**config.mk**
```make
export PLATFORM = sky130hd
export DESIGN_NAME = ctg_decode
export DESIGN_NICKNAME = d
export VERILOG_FILES = /design/src/hdl/clifford_tableau_gate_update_top_defines.svh /design/src/hdl/ctg_pkg.sv /design/src/hdl/ctg_decode.sv
export SDC_FILE = /design/constraint.sdc
export NUM_CORES = 1
export LEC_CHECK = 0
export BUFFER_PORTS_ARGS = -buffer_cell sky130_fd_sc_hd__buf_2
export CAP_MARGIN = 20
export CORE_MARGIN = 8
export CORE_UTILIZATION = 35
export DETAILED_ROUTE_END_ITERATION = 8
export MAX_ROUTING_LAYER = met4
export PLACE_DENSITY = 0.78
export SYNTH_ARGS = -nofsm -noshare
export SYNTH_HDL_FRONTEND = slang
export SYNTH_SLANG_ARGS = --single-unit
```
**constraint.sdc**
```tcl
create_clock -name vclk -period 1.2
set_input_delay 0.12 -clock vclk [all_inputs]
set_output_delay 0.12 -clock vclk [all_outputs]
set_load 0.05 [all_outputs]
```
**src/hdl/clifford_tableau_gate_update_top_defines.svh**
```systemverilog
// ----------------------------------------------------------------------------
// clifford_tableau_gate_update_top_defines
// assertion macros for the tableau gate unit
// ----------------------------------------------------------------------------
`ifndef CLIFFORD_TABLEAU_GATE_UPDATE_TOP_DEFINES_SVH
`define CLIFFORD_TABLEAU_GATE_UPDATE_TOP_DEFINES_SVH
// implication checked on every rising clock edge outside reset
`define CTG_ASSERT_IMP(label, ante, cons, msg) \
    label: assert property (@(posedge clk) disable iff (!rst_n) (ante) |-> (cons)) \
        else $error(msg);
// next-cycle implication
`define CTG_ASSERT_NEXT(label, ante, cons, msg) \
    label: assert property (@(posedge clk) disable iff (!rst_n) (ante) |=> (cons)) \
        else $error(msg);
`endif

```
**src/hdl/ctg_pkg.sv**
```systemverilog
// ----------------------------------------------------------------------------
// ctg_pkg
// types, opcodes and gate functions for the stabilizer tableau gate unit
// ----------------------------------------------------------------------------
package ctg_pkg;

    localparam int MaxQubits = 32;
    localparam int QW        = 5;
    localparam int RowW      = 64;

    typedef logic [RowW-1:0] col_t;

    typedef enum logic [4:0] {
        FN_INIT  = 5'd0,  FN_H    = 5'd1,  FN_S    = 5'd2,  FN_SDG  = 5'd3,
        FN_SX    = 5'd4,  FN_SXDG = 5'd5,  FN_X    = 5'd6,  FN_Y    = 5'd7,
        FN_Z     = 5'd8,  FN_CX   = 5'd9,  FN_CY   = 5'd10, FN_CZ   = 5'd11,
        FN_SWAP  = 5'd12, FN_ISWAP = 5'd13, FN_DCX = 5'd14, FN_ECR  = 5'd15,
        FN_READ  = 5'd16
    } func_t;

    localparam logic CFG_NUM_QUBITS = 1'b0;
    localparam logic CFG_WITH_DESTAB = 1'b1;

    typedef struct packed {
        col_t x;
        col_t z;
    } qcol_t;

    // decoded request handed from the decoder to the tableau datapath
    typedef struct packed {
        logic        valid;
        logic        err;
        logic        init;
        logic        read;
        logic [4:0]  func;
        logic [QW-1:0] qa;
        logic [QW-1:0] qb;
    } req_t;

    typedef struct packed {
        qcol_t a;
        qcol_t b;
        col_t  ph;
    } gstate_t;

    function automatic gstate_t g_h(input gstate_t s, input logic on_b);
        gstate_t r;
        qcol_t   c;
        r = s;
        c = on_b ? s.b : s.a;
        r.ph = s.ph ^ (c.x & c.z);
        if (on_b) begin
            r.b.x = c.z;
            r.b.z = c.x;
        end else begin
            r.a.x = c.z;
            r.a.z = c.x;
        end
        return r;
    endfunction

    function automatic gstate_t g_s(input gstate_t s, input logic on_b);
        gstate_t r;
        qcol_t   c;
        r = s;
        c = on_b ? s.b : s.a;
        r.ph = s.ph ^ (c.x & c.z);
        if (on_b) r.b.z = c.z ^ c.x;
        else r.a.z = c.z ^ c.x;
        return r;
    endfunction

    // controlled-x, control b when rev is set
    function automatic gstate_t g_cx(input gstate_t s, input logic rev);
        gstate_t r;
        qcol_t   c;
        qcol_t   t;
        r = s;
        c = rev ? s.b : s.a;
        t = rev ? s.a : s.b;
        r.ph = s.ph ^ (c.x & t.z & ~(t.x ^ c.z));
        c.z = c.z ^ t.z;
        t.x = t.x ^ c.x;
        if (rev) begin
            r.b = c;
            r.a = t;
        end else begin
            r.a = c;
            r.b = t;
        end
        return r;
    endfunction

    function automatic gstate_t g_sdg(input gstate_t s, input logic on_b);
        return g_s(g_s(g_s(s, on_b), on_b), on_b);
    endfunction

    function automatic gstate_t g_z(input gstate_t s, input logic on_b);
        return g_s(g_s(s, on_b), on_b);
    endfunction

    function automatic gstate_t g_x(input gstate_t s, input logic on_b);
        return g_h(g_z(g_h(s, on_b), on_b), on_b);
    endfunction

    function automatic gstate_t g_sx(input gstate_t s, input logic on_b);
        return g_sdg(g_h(g_sdg(s, on_b), on_b), on_b);
    endfunction

    function automatic gstate_t apply_gate(input gstate_t s, input logic [4:0] f);
        gstate_t r;
        r = s;
        case (f)
            FN_H:     r = g_h(s, 1'b0);
            FN_S:     r = g_s(s, 1'b0);
            FN_SDG:   r = g_sdg(s, 1'b0);
            FN_SX:    r = g_sx(s, 1'b0);
            FN_SXDG:  r = g_s(g_h(g_s(s, 1'b0), 1'b0), 1'b0);
            FN_X:     r = g_x(s, 1'b0);
            FN_Y:     r = g_z(g_x(s, 1'b0), 1'b0);
            FN_Z:     r = g_z(s, 1'b0);
            FN_CX:    r = g_cx(s, 1'b0);
            FN_CY:    r = g_s(g_cx(g_sdg(s, 1'b1), 1'b0), 1'b1);
            FN_CZ:    r = g_h(g_cx(g_h(s, 1'b1), 1'b0), 1'b1);
            FN_SWAP:  r = g_cx(g_cx(g_cx(s, 1'b0), 1'b1), 1'b0);
            FN_ISWAP: r = g_h(g_cx(g_cx(g_h(g_s(g_s(s, 1'b1), 1'b0), 1'b0), 1'b0),
                              1'b1), 1'b1);
            FN_DCX:   r = g_cx(g_cx(s, 1'b0), 1'b1);
            FN_ECR:   r = g_x(g_cx(g_sx(g_s(s, 1'b0), 1'b1), 1'b0), 1'b0);
            default:  r = s;
        endcase
        return r;
    endfunction

endpackage

```
**src/hdl/ctg_decode.sv**
```systemverilog
// ----------------------------------------------------------------------------
// ctg_decode
// checks qubit indices against the configured count and each other, and classifies the item
// ----------------------------------------------------------------------------
module ctg_decode (
    input  logic [4:0]           func,
    input  logic [ctg_pkg::QW-1:0] qubit_a,
    input  logic [ctg_pkg::QW-1:0] qubit_b,
    input  logic                 valid,
    input  logic [6:0]           n_eff,
    output ctg_pkg::req_t        req
);
    import ctg_pkg::*;

    logic a_bad;
    logic b_bad;
    logic two_q;

    always_comb
    begin
        a_bad = {2'b00, qubit_a} >= n_eff;
        b_bad = ({2'b00, qubit_b} >= n_eff) || (qubit_a == qubit_b);
        two_q = (func >= FN_CX) && (func <= FN_ECR);
        req.valid = valid;
        req.init  = (func == FN_INIT);
        req.read  = (func == FN_READ) && !a_bad;
        req.err   = !req.init && ((func > FN_READ) || a_bad || (two_q && b_bad));
        req.func  = func;
        req.qa    = qubit_a;
        req.qb    = qubit_b;
    end

endmodule

```
==> metrics.txt, run 1 <==
status=finished, violations left; failing checks=setup timing; Tmin final=1.62 ns; Synth top area share=approximately a quarter; Worst Setup SP=n_eff[4]; post-route ant nets=0; fraction of layout cells with a size suffix above 1=78.2%; Pleak=0.000446 µW; Yosys top cell by area=ha_1; placed cells=~120; area grow syn2layout=98.5%; Pre-antenna DRT Iters=2; Slew @ Worst Pin=0.348 ns; WHS=approximately 0.24 ns; register area=0 µm²; initial core utilization=around 38%; Crit Path Max Fanout=4; Crit path arrival time=1.50 ns; # hold bufs at CTS=0; total negative slack=-0.801 ns; Final setup viols=2; P per Cell Area=between 400 and 500 nW/µm²; grt total ovfl=0; final worst slack=-0.417 ns; final cycle utilization of the critical path=135%; IO buf count=40; Area after DPL=776 µm²; RSZ-0062 raised after global routing=true; Final Max Slew Viols=0; die width=53.4 µm; total power draw=around 470 µW; worst hold start=valid; Critical Path RT=1.08 ns; Placer Congestion=between 0.8 and 0.9; ant diodes=0; total of max-cap violations=0; first-pass GRT wire length=about 3000 µm; die height=53.4 µm; count of different cell masters after synthesis=19; Net Sw Power=271 µW; Total Wirelength=1910 µm; crit path kind=input port to output port; vias=between 500 and 600; DRC=0; worst vdd ir=0.262 mV; Vias/cell=4.97; mean post-synth cell area=7.89 µm²; commonest non-fill, non-tap cells in the layout=buf_2 (30), buf_4 (14), buf_6 (10), ha_4 (6), xnor2_1 (5); Syn Inst Count=62; largest net degree at the start of global routing=5; Final Hold Fails=0; initial antenna violation count=0; nets=136; synthesized area=489 µm²; switch share=between 50% and 60%; seq_cells=0; Slew headroom=76.6%; Avg WL per Cell=16.5 µm; count of non-filler cells in the finished layout=116; largest cells by area after synthesis=ha_1 (26%), buf_4 (25%), xnor2_1 (9.0%); hold crit path type=input port to output port; fin area=971 µm²; hold depth=0; layout filler cell count=98; dpl hpwl=between 1000 and 1500 µm; internal power=around 200 µW; Synthesized Nets=95; leading cell type in the layout, fill and taps excluded=buf_2; Comb power frac=100.0%; # clk buffers=0; sequential area share after synthesis=0%; Core Rows=13; Yosys warning count=0; maximum clock rate=about 620 MHz; core area=1300 µm²; Global Route Usage Sum=a little over an eighth; vias in the first global route=roughly 670; sequential share of power=0%; Iter 0 DRT Violations=4; die area=2850 µm²; Clock Power Share=0%; CP endpoint kind=output port; # IOs=42; CP Launch Type=input port
## kinds of logic after synthesis
family	after synthesis	synth area share, %
adder cells (fa/ha/maj)	10	25.6
AND/OR/NAND/NOR	12	17.1
buffers and inverters	24	30.7
AO/OA/AOI/OAI	11	17.6
XOR/XNOR	5	8.95
## final timing paths
path / endpoint / slack [ns]
min: req[18] / 0.24
max: req[17] / -0.42
## stage by stage
stage                     worst slack, ns  utilization [%]
after global placement             -0.643             59.6
after global routing               -0.484             74.6
after detailed placement           -0.696             59.6
after CTS                          -0.411             74.1
final                              -0.417             74.6
after floorplan                    -0.395                -
## metal layers
metal,wire [µm],global-route usage [%],up-vias
met1,685,14.4,272
met3,83,0.840,2
li1,-,-,282
met5,0,-,-
met2,1110,26.6,20
met4,32,2.94,0
## synth_stat cells, types with 2 or more instances
library cell / instances
xnor2_1: 5
o21ai_0: 2
nand2_1: 2
a211oi_1: 4
inv_1: 8
buf_4: 16
nor3_1: 3
ha_1: 10
nor2_1: 2
## power by group through the flow
stage / combinational (µW) / clock [µW] / sequential, µW
finish: 475 / 0 / 0
global route: 503 / 0 / 0
CTS: 467 / 0 / 0
detailed placement: 380 / 0 / 0
global placement: 368 / 0 / 0
floorplan: 276 / 0 / 0
## timing repair
item                                    CTS  global route
endpoints found under the hold margin     0             0
buffers inserted                          1             0
resized for setup                        35             1
pin swaps                                14             1
endpoints found under the setup margin    3             3
## cell type report
cell class	instances	area (µm²)	area share, %
tap	15	18.8	1.93
multi-input combinational	38	522	53.7
inverter	8	47.5	4.90
timing repair buffer	55	383	39.4
## worst max-delay path, cell delays in order
cell and delay (ns):
buf_8 0.09, inv_12 0.03, ha_4 0.27, o21a_1 0.13, o21ai_2 0.07, a31oi_4 0.27, a211oi_2 0.14, nor3_4 0.20
buf_6 0.18
Note: power is estimated with default switching activity, not from simulation.
==> run 2, diff against run 1 <==
- ABC_AREA: unset -> 1
- CORE_ASPECT_RATIO: unset -> 0.8
- PLACE_DENSITY: 0.78 -> 0.73
==> run 2 against run 1 <==
The flow still finishes with violations (setup timing). Die area increased by 13%. First-iteration DRC count increased to 5.5 times the previous value. Global-route usage decreased by 3.3 points. Via count increased by 21%. Critical path depth increased by 3. Flip-flop and latch count unchanged. Worst hold slack about the same. Combinational power decreased by 6.9%. Count of clock-buffer cells in the layout unchanged. Final cell count increased by 33%. Total power decreased by 6.9%. Sequential share of layout area unchanged. Largest power group unchanged. Highest routed layer unchanged.
==> metrics.txt, run 2 <==
mean post-synth cell area=5.62 µm² (was 7.89 µm²); Max stage delay cell, worst path=ha_4 (unchanged); register area=0 µm² (unchanged); Iter 0 DRT Violations=22 (was 4); fraction of layout cells with a size suffix above 1=53.8% (was 78.2%); Total Wirelength=1890 µm (was 1910 µm); sequential area share after synthesis=0% (unchanged); vias in the first global route=707 (was 666); Crit Path Max Fanout=3 (was 4); worst hold start=valid (unchanged); total negative slack=-0.478 ns (was -0.801 ns); die area=3220 µm² (was 2850 µm²); WHS=0.240 ns (about the same); final core occ=60.0% (was 74.6%); leading cell type in the layout, fill and taps excluded=buf_2 (unchanged); P per Cell Area=462 nW/µm² (was 489 nW/µm²); Final setup viols=2 (unchanged); Crit path arrival time=1.34 ns (was 1.50 ns); RSZ-0062 raised after global routing=true (unchanged); largest cells by area after synthesis=ha_1 (22%), buf_4 (21%), nand2_1 (19%) (was ha_1 (26%), buf_4 (25%), xnor2_1 (9.0%)); CP Launch Type=input port (unchanged); synthesized area=579 µm² (was 489 µm²); IO buf count=40 (unchanged); Tmin final=1.46 ns (was 1.62 ns); area grow syn2layout=65.0% (was 98.5%); dpl hpwl=1460 µm (was 1480 µm); Final Hold Fails=0 (unchanged); Core Rows=13 (unchanged); failing checks=setup timing (unchanged); hold crit path type=input port to output port (unchanged); ant diodes=0 (unchanged); first-pass GRT wire length=2680 µm (was 2970 µm); Synthesized Nets=136 (was 95); DRC=0 (unchanged); final worst slack=-0.258 ns (was -0.417 ns); crit path kind=input port to output port (unchanged); most instantiated cells after synthesis=nand2_1 (30), inv_1 (20), buf_4 (16) (was buf_4 (16), ha_1 (10), inv_1 (8)); die width=61.5 µm (was 53.4 µm); CP endpoint kind=output port (unchanged); Yosys top cell by area=ha_1 (unchanged); Placer Congestion=0.738 (was 0.835); Syn Inst Count=103 (was 62); placed cells=153 (was 115); die height=52.4 µm (was 53.4 µm); Pleak=0.000520 µW (was 0.000446 µW); Pre-antenna DRT Iters=4 (was 2); # IOs=42 (unchanged); largest net degree at the start of global routing=5 (unchanged); crit path cell chain=buf_2 > inv_2 > ha_4 > nand2_1 > nor2_1 > nand2_1 > nand2_1 > nor2_1 > nand2_1 > nand2_2 > a21oi_4 > buf_8 (was buf_8 > inv_12 > ha_4 > o21a_1 > o21ai_2 > a31oi_4 > a211oi_2 > nor3_4 > buf_6); # hold bufs at CTS=0 (unchanged); Global Route Usage Sum=10.3% (was 13.6%); Synth top area share=21.6% (was 25.6%); total of max-cap violations=0 (unchanged); initial antenna violation count=0 (unchanged); most used cell, CP=nand2_1; hold depth=0 (unchanged); grt total ovfl=0 (unchanged); nets=167 (was 136); Slew @ Worst Pin=0.278 ns (was 0.348 ns); Avg WL per Cell=12.3 µm (was 16.5 µm); status=finished, violations left (unchanged); initial core utilization=36.3% (was 37.6%); area occupied by multi-input gates=542 µm² (was 522 µm²); maximum clock rate=686 MHz (was 618 MHz); seq_cells=0 (unchanged); most numerous cell in the Yosys netlist=nand2_1 (was buf_4); Critical Path RT=1.08 ns (about the same); Slew headroom=81.3% (was 76.6%); Final Max Slew Viols=0 (unchanged); count of non-filler cells in the finished layout=154 (was 116); post-route ant nets=0 (unchanged); count of different cell masters after synthesis=16 (was 19); Worst Setup SP=qubit_b[0] (was n_eff[4]); final cycle utilization of the critical path=121% (was 135%); Vias/cell=4.52 (was 4.97); Yosys warning count=0 (unchanged); commonest non-fill, non-tap cells in the layout=buf_2 (31), nand2_1 (28), inv_1 (14), nor2_1 (10), ha_4 (9) (was buf_2 (30), buf_4 (14), buf_6 (10), ha_4 (6), xnor2_1 (5)); worst vdd ir=0.245 mV (was 0.262 mV); layout filler cell count=154 (was 98); # clk buffers=0 (unchanged); core area=1590 µm² (was 1300 µm²); Largest stage delay, worst path=0.26 ns (was 0.27 ns); vias=696 (was 576)
==> run 2: cell families after synthesis <==
group | count (synthesis) | share of synthesized area, %
xor gates and xnor gates | 1 | 1.51
buffers and inverters | 36 | 33.7
and+or+nand+nor | 53 | 40.0
adders and majority gates | 10 | 21.6
AOI/OAI and AO/OA | 3 | 3.24
==> run 2: power by group <==
group	switching, µW	internal, µW	total, µW
Sequential	0	0	0
Clock	0	0	0
Combinational	270	171	442
Total	270	171	442
==> run 2: repair_timing <==
item / 4_1_cts / 5_1_grt
endpoints found under the setup margin: 3 / 3
buffers inserted: 0 / 1
gates resized for setup: 12 / 16
pin swaps: 7 / 11
==> run 2: final timing paths <==
kind  endpoint  slack, ns
max    req[17]      -0.26
min    req[18]       0.24
==> run 2: through the flow <==
| step | total power (µW) | cell area [µm²] | setup slack, ns |
|---|---|---|---|
| CTS | 398 | 867 | -0.191 |
| global route | 479 | 956 | -0.324 |
| detailed placement | 376 | 815 | -0.303 |
| finish | 442 | 956 | -0.258 |
| global placement | 368 | 815 | -0.285 |
| floorplan | 294 | 677 | -0.0835 |
==> run 2: layer usage <==
metal | GRT usage [%] | vias up | part of all wire, %
met1 | 12.6 | 304 | 44
met4 | 0 | 0 | 1.6
li1 | - | 355 | -
met3 | 0.245 | 4 | 5.0
met2 | 19.2 | 33 | 50
met5 | - | - | 0
==> run 2: final cells by class <==
cell class / instances / share of cell area (%)
multi-input combinational: 67 / 56.7
timing repair buffer: 45 / 31.5
inverter: 20 / 8.90
tap: 22 / 2.88
==> run 2: worst max-delay path: cells and delay by family <==
kind | cells | cell delay (ns)
buffers and inverters | 3 | 0.32
AND/OR/NAND/NOR | 7 | 0.50
adder cells (fa/ha/maj) | 1 | 0.26
AO/OA/AOI/OAI | 1 | 0.14
==> run 3, diff against run 2 <==
--- a/config.mk
+++ b/config.mk
@@ -13,6 +13,8 @@
 export CORE_UTILIZATION = 35
 export DETAILED_ROUTE_END_ITERATION = 8
+export GPL_ROUTABILITY_DRIVEN = 0
 export MAX_ROUTING_LAYER = met4
 export PLACE_DENSITY = 0.73
+export RECOVER_POWER = 25
 export SYNTH_ARGS = -nofsm -noshare
 export SYNTH_HDL_FRONTEND = slang
==> constraint.sdc (replaced) <==
create_clock -name vclk -period 1.2
set_input_delay 0.12 -clock vclk [all_inputs]
set_output_delay 0.12 -clock vclk [all_outputs]
set_load 0.01 [all_outputs]
==> run 3 against run 2 <==
The run still ends with setup timing left. Fmax is 6.7% higher. Global-route usage up 0.70 points. Combinational power decreased by 22%. Sequential share of layout area unchanged. Wire length grew 3.7%. Via count up 2.6%. Critical path type unchanged. Largest cell class unchanged.
==> metrics.txt, run 3 (same netlist as run 2, synthesis figures left out) <==
post-route ant nets=0 (unchanged); count of non-filler cells in the finished layout=153 (was 154); status=finished, violations left (unchanged); largest net degree at the start of global routing=5 (unchanged); dpl hpwl=1420 µm (was 1460 µm); Iter 0 DRT Violations=30 (was 22); IO buf count=40 (unchanged); post-place setup slack=-0.221 ns (was -0.303 ns); first-pass GRT wire length=2770 µm (was 2680 µm); P per Cell Area=367 nW/µm² (was 462 nW/µm²); Tmin final=1.37 ns (was 1.46 ns); Area after DPL=717 µm² (was 815 µm²); final cycle utilization of the critical path=114% (was 121%); Total Wirelength=1960 µm (was 1890 µm); DRC=0 (unchanged); seq_cells=0 (unchanged); Vias/cell=4.67 (was 4.52); final worst slack=-0.167 ns (was -0.258 ns); die width=61.5 µm (unchanged); maximum clock rate=732 MHz (was 686 MHz); placed cells=153 (unchanged); CP Launch Type=input port (unchanged); register area=0 µm² (unchanged); Crit Path Max Fanout=2 (was 3); fin area=935 µm² (was 956 µm²); vias in the first global route=673 (was 707); die area=3220 µm² (unchanged); Largest stage delay, worst path=0.26 ns (about the same); Slew headroom=86.5% (was 81.3%); die height=52.4 µm (unchanged); Max stage delay cell, worst path=ha_4 (unchanged); WHS=0.240 ns (about the same); # clk buffers=0 (unchanged); leading cell type in the layout, fill and taps excluded=buf_2 (unchanged); Final Max Slew Viols=0 (unchanged); most used cell, CP=buf_2 (was nand2_1); grt total ovfl=0 (unchanged); Final setup viols=2 (unchanged); # IOs=42 (unchanged); vias=714 (was 696); fraction of layout cells with a size suffix above 1=55.0% (was 53.8%); # hold bufs at CTS=0 (unchanged); Pre-antenna DRT Iters=4 (unchanged); Slew @ Worst Pin=0.201 ns (was 0.278 ns); initial core utilization=36.3% (unchanged); Final Hold Fails=0 (unchanged); failing checks=setup timing (unchanged); Pleak=0.000506 µW (was 0.000520 µW); ant diodes=0 (unchanged); Global Route Usage Sum=11.0% (was 10.3%); worst vdd ir=0.153 mV (was 0.245 mV); layout filler cell count=157 (was 154); Critical Path RT=1.08 ns (about the same); Avg WL per Cell=12.8 µm (was 12.3 µm); total of max-cap violations=0 (unchanged); crit path cell chain=buf_2 > ha_4 > nand2_1 > nor2_1 > nand4_1 > nand3_2 > nor2_2 > a21oi_2 > buf_2 (was buf_2 > inv_2 > ha_4 > nand2_1 > nor2_1 > nand2_1 > nand2_1 > nor2_1 > nand2_1 > nand2_2 > a21oi_4 > buf_8); commonest non-fill, non-tap cells in the layout=buf_2 (29), nand2_1 (27), inv_1 (14), ha_4 (9) (was buf_2 (31), nand2_1 (28), inv_1 (14), nor2_1 (10), ha_4 (9)); CP endpoint kind=output port (unchanged); nets=166 (was 167); RSZ-0062 raised after global routing=true (unchanged); initial antenna violation count=0 (unchanged); crit path kind=input port to output port (unchanged); hold crit path type=input port to output port (unchanged); total negative slack=-0.242 ns (was -0.478 ns); core area=1590 µm² (unchanged); Core Rows=13 (unchanged); area grow syn2layout=61.3% (was 65.0%); Crit path arrival time=1.25 ns (was 1.34 ns)
-- run 3: cell types whose count changed in the layout (fill, tap and decap cells not counted), moves of 2 or more --
cell	delta
nor2_2	+4
clkbuf_1	+3
nor2_1	-3
nor3_2	+3
buf_2	-2
inv_2	-2
inv_4	+2
nor3_4	-2
-- run 3: what timing repair did --
| action | in CTS | in global routing |
|---|---|---|
| setup buffers | 0 | 0 |
| endpoints found under the setup margin | 2 | 2 |
| pin swaps | 10 | 21 |
| resized for setup | 22 | 23 |
-- run 3: critical path: cells and delay by family --
| kind | cells | cell delay (ns) |
|---|---|---|
| and+or+nand+nor | 5 | 0.51 |
| buffers and inverters | 2 | 0.26 |
| adders and majority gates | 1 | 0.26 |
| AOI/OAI and AO/OA | 1 | 0.10 |
-- run 3: per-stage QoR --
step                      power (µW)  util, %
final                            343     58.6
after global routing             377     58.6
after CTS                        286     52.4
after detailed placement         240     45.0
after global placement           233     45.0
after floorplan                  163        -
-- run 3: final timing paths --
path,from,to,slack [ns],cells after the start
worst max-delay path,qubit_a[1],req[17],-0.17,9
worst min-delay path,valid,req[18],0.24,0
-- run 3: final cells by class --
| cell class | count | area, µm² | area share [%] |
|---|---|---|---|
| multi-input combinational | 67 | 537 | 57.4 |
| tap | 22 | 27.5 | 2.95 |
| inverter | 20 | 90.1 | 9.64 |
| timing repair buffer | 44 | 280 | 30.0 |
-- run 3: report_power, final --
group	switching (µW)	leakage [µW]	total, µW	internal (µW)
clock	0	0	0	0
combinational	176	0.000506	343	168
sequential	0	0	0	0
total	176	0.000506	343	168
-- run 3: metal layers --
layer  wire (µm)  GRT usage [%]  vias to the layer above
met1         694           11.6                      313
met5           0              -                        -
met3         116          0.245                        8
li1            -              -                      356
met2        1070           22.5                       37
met4          78          0.755                        0
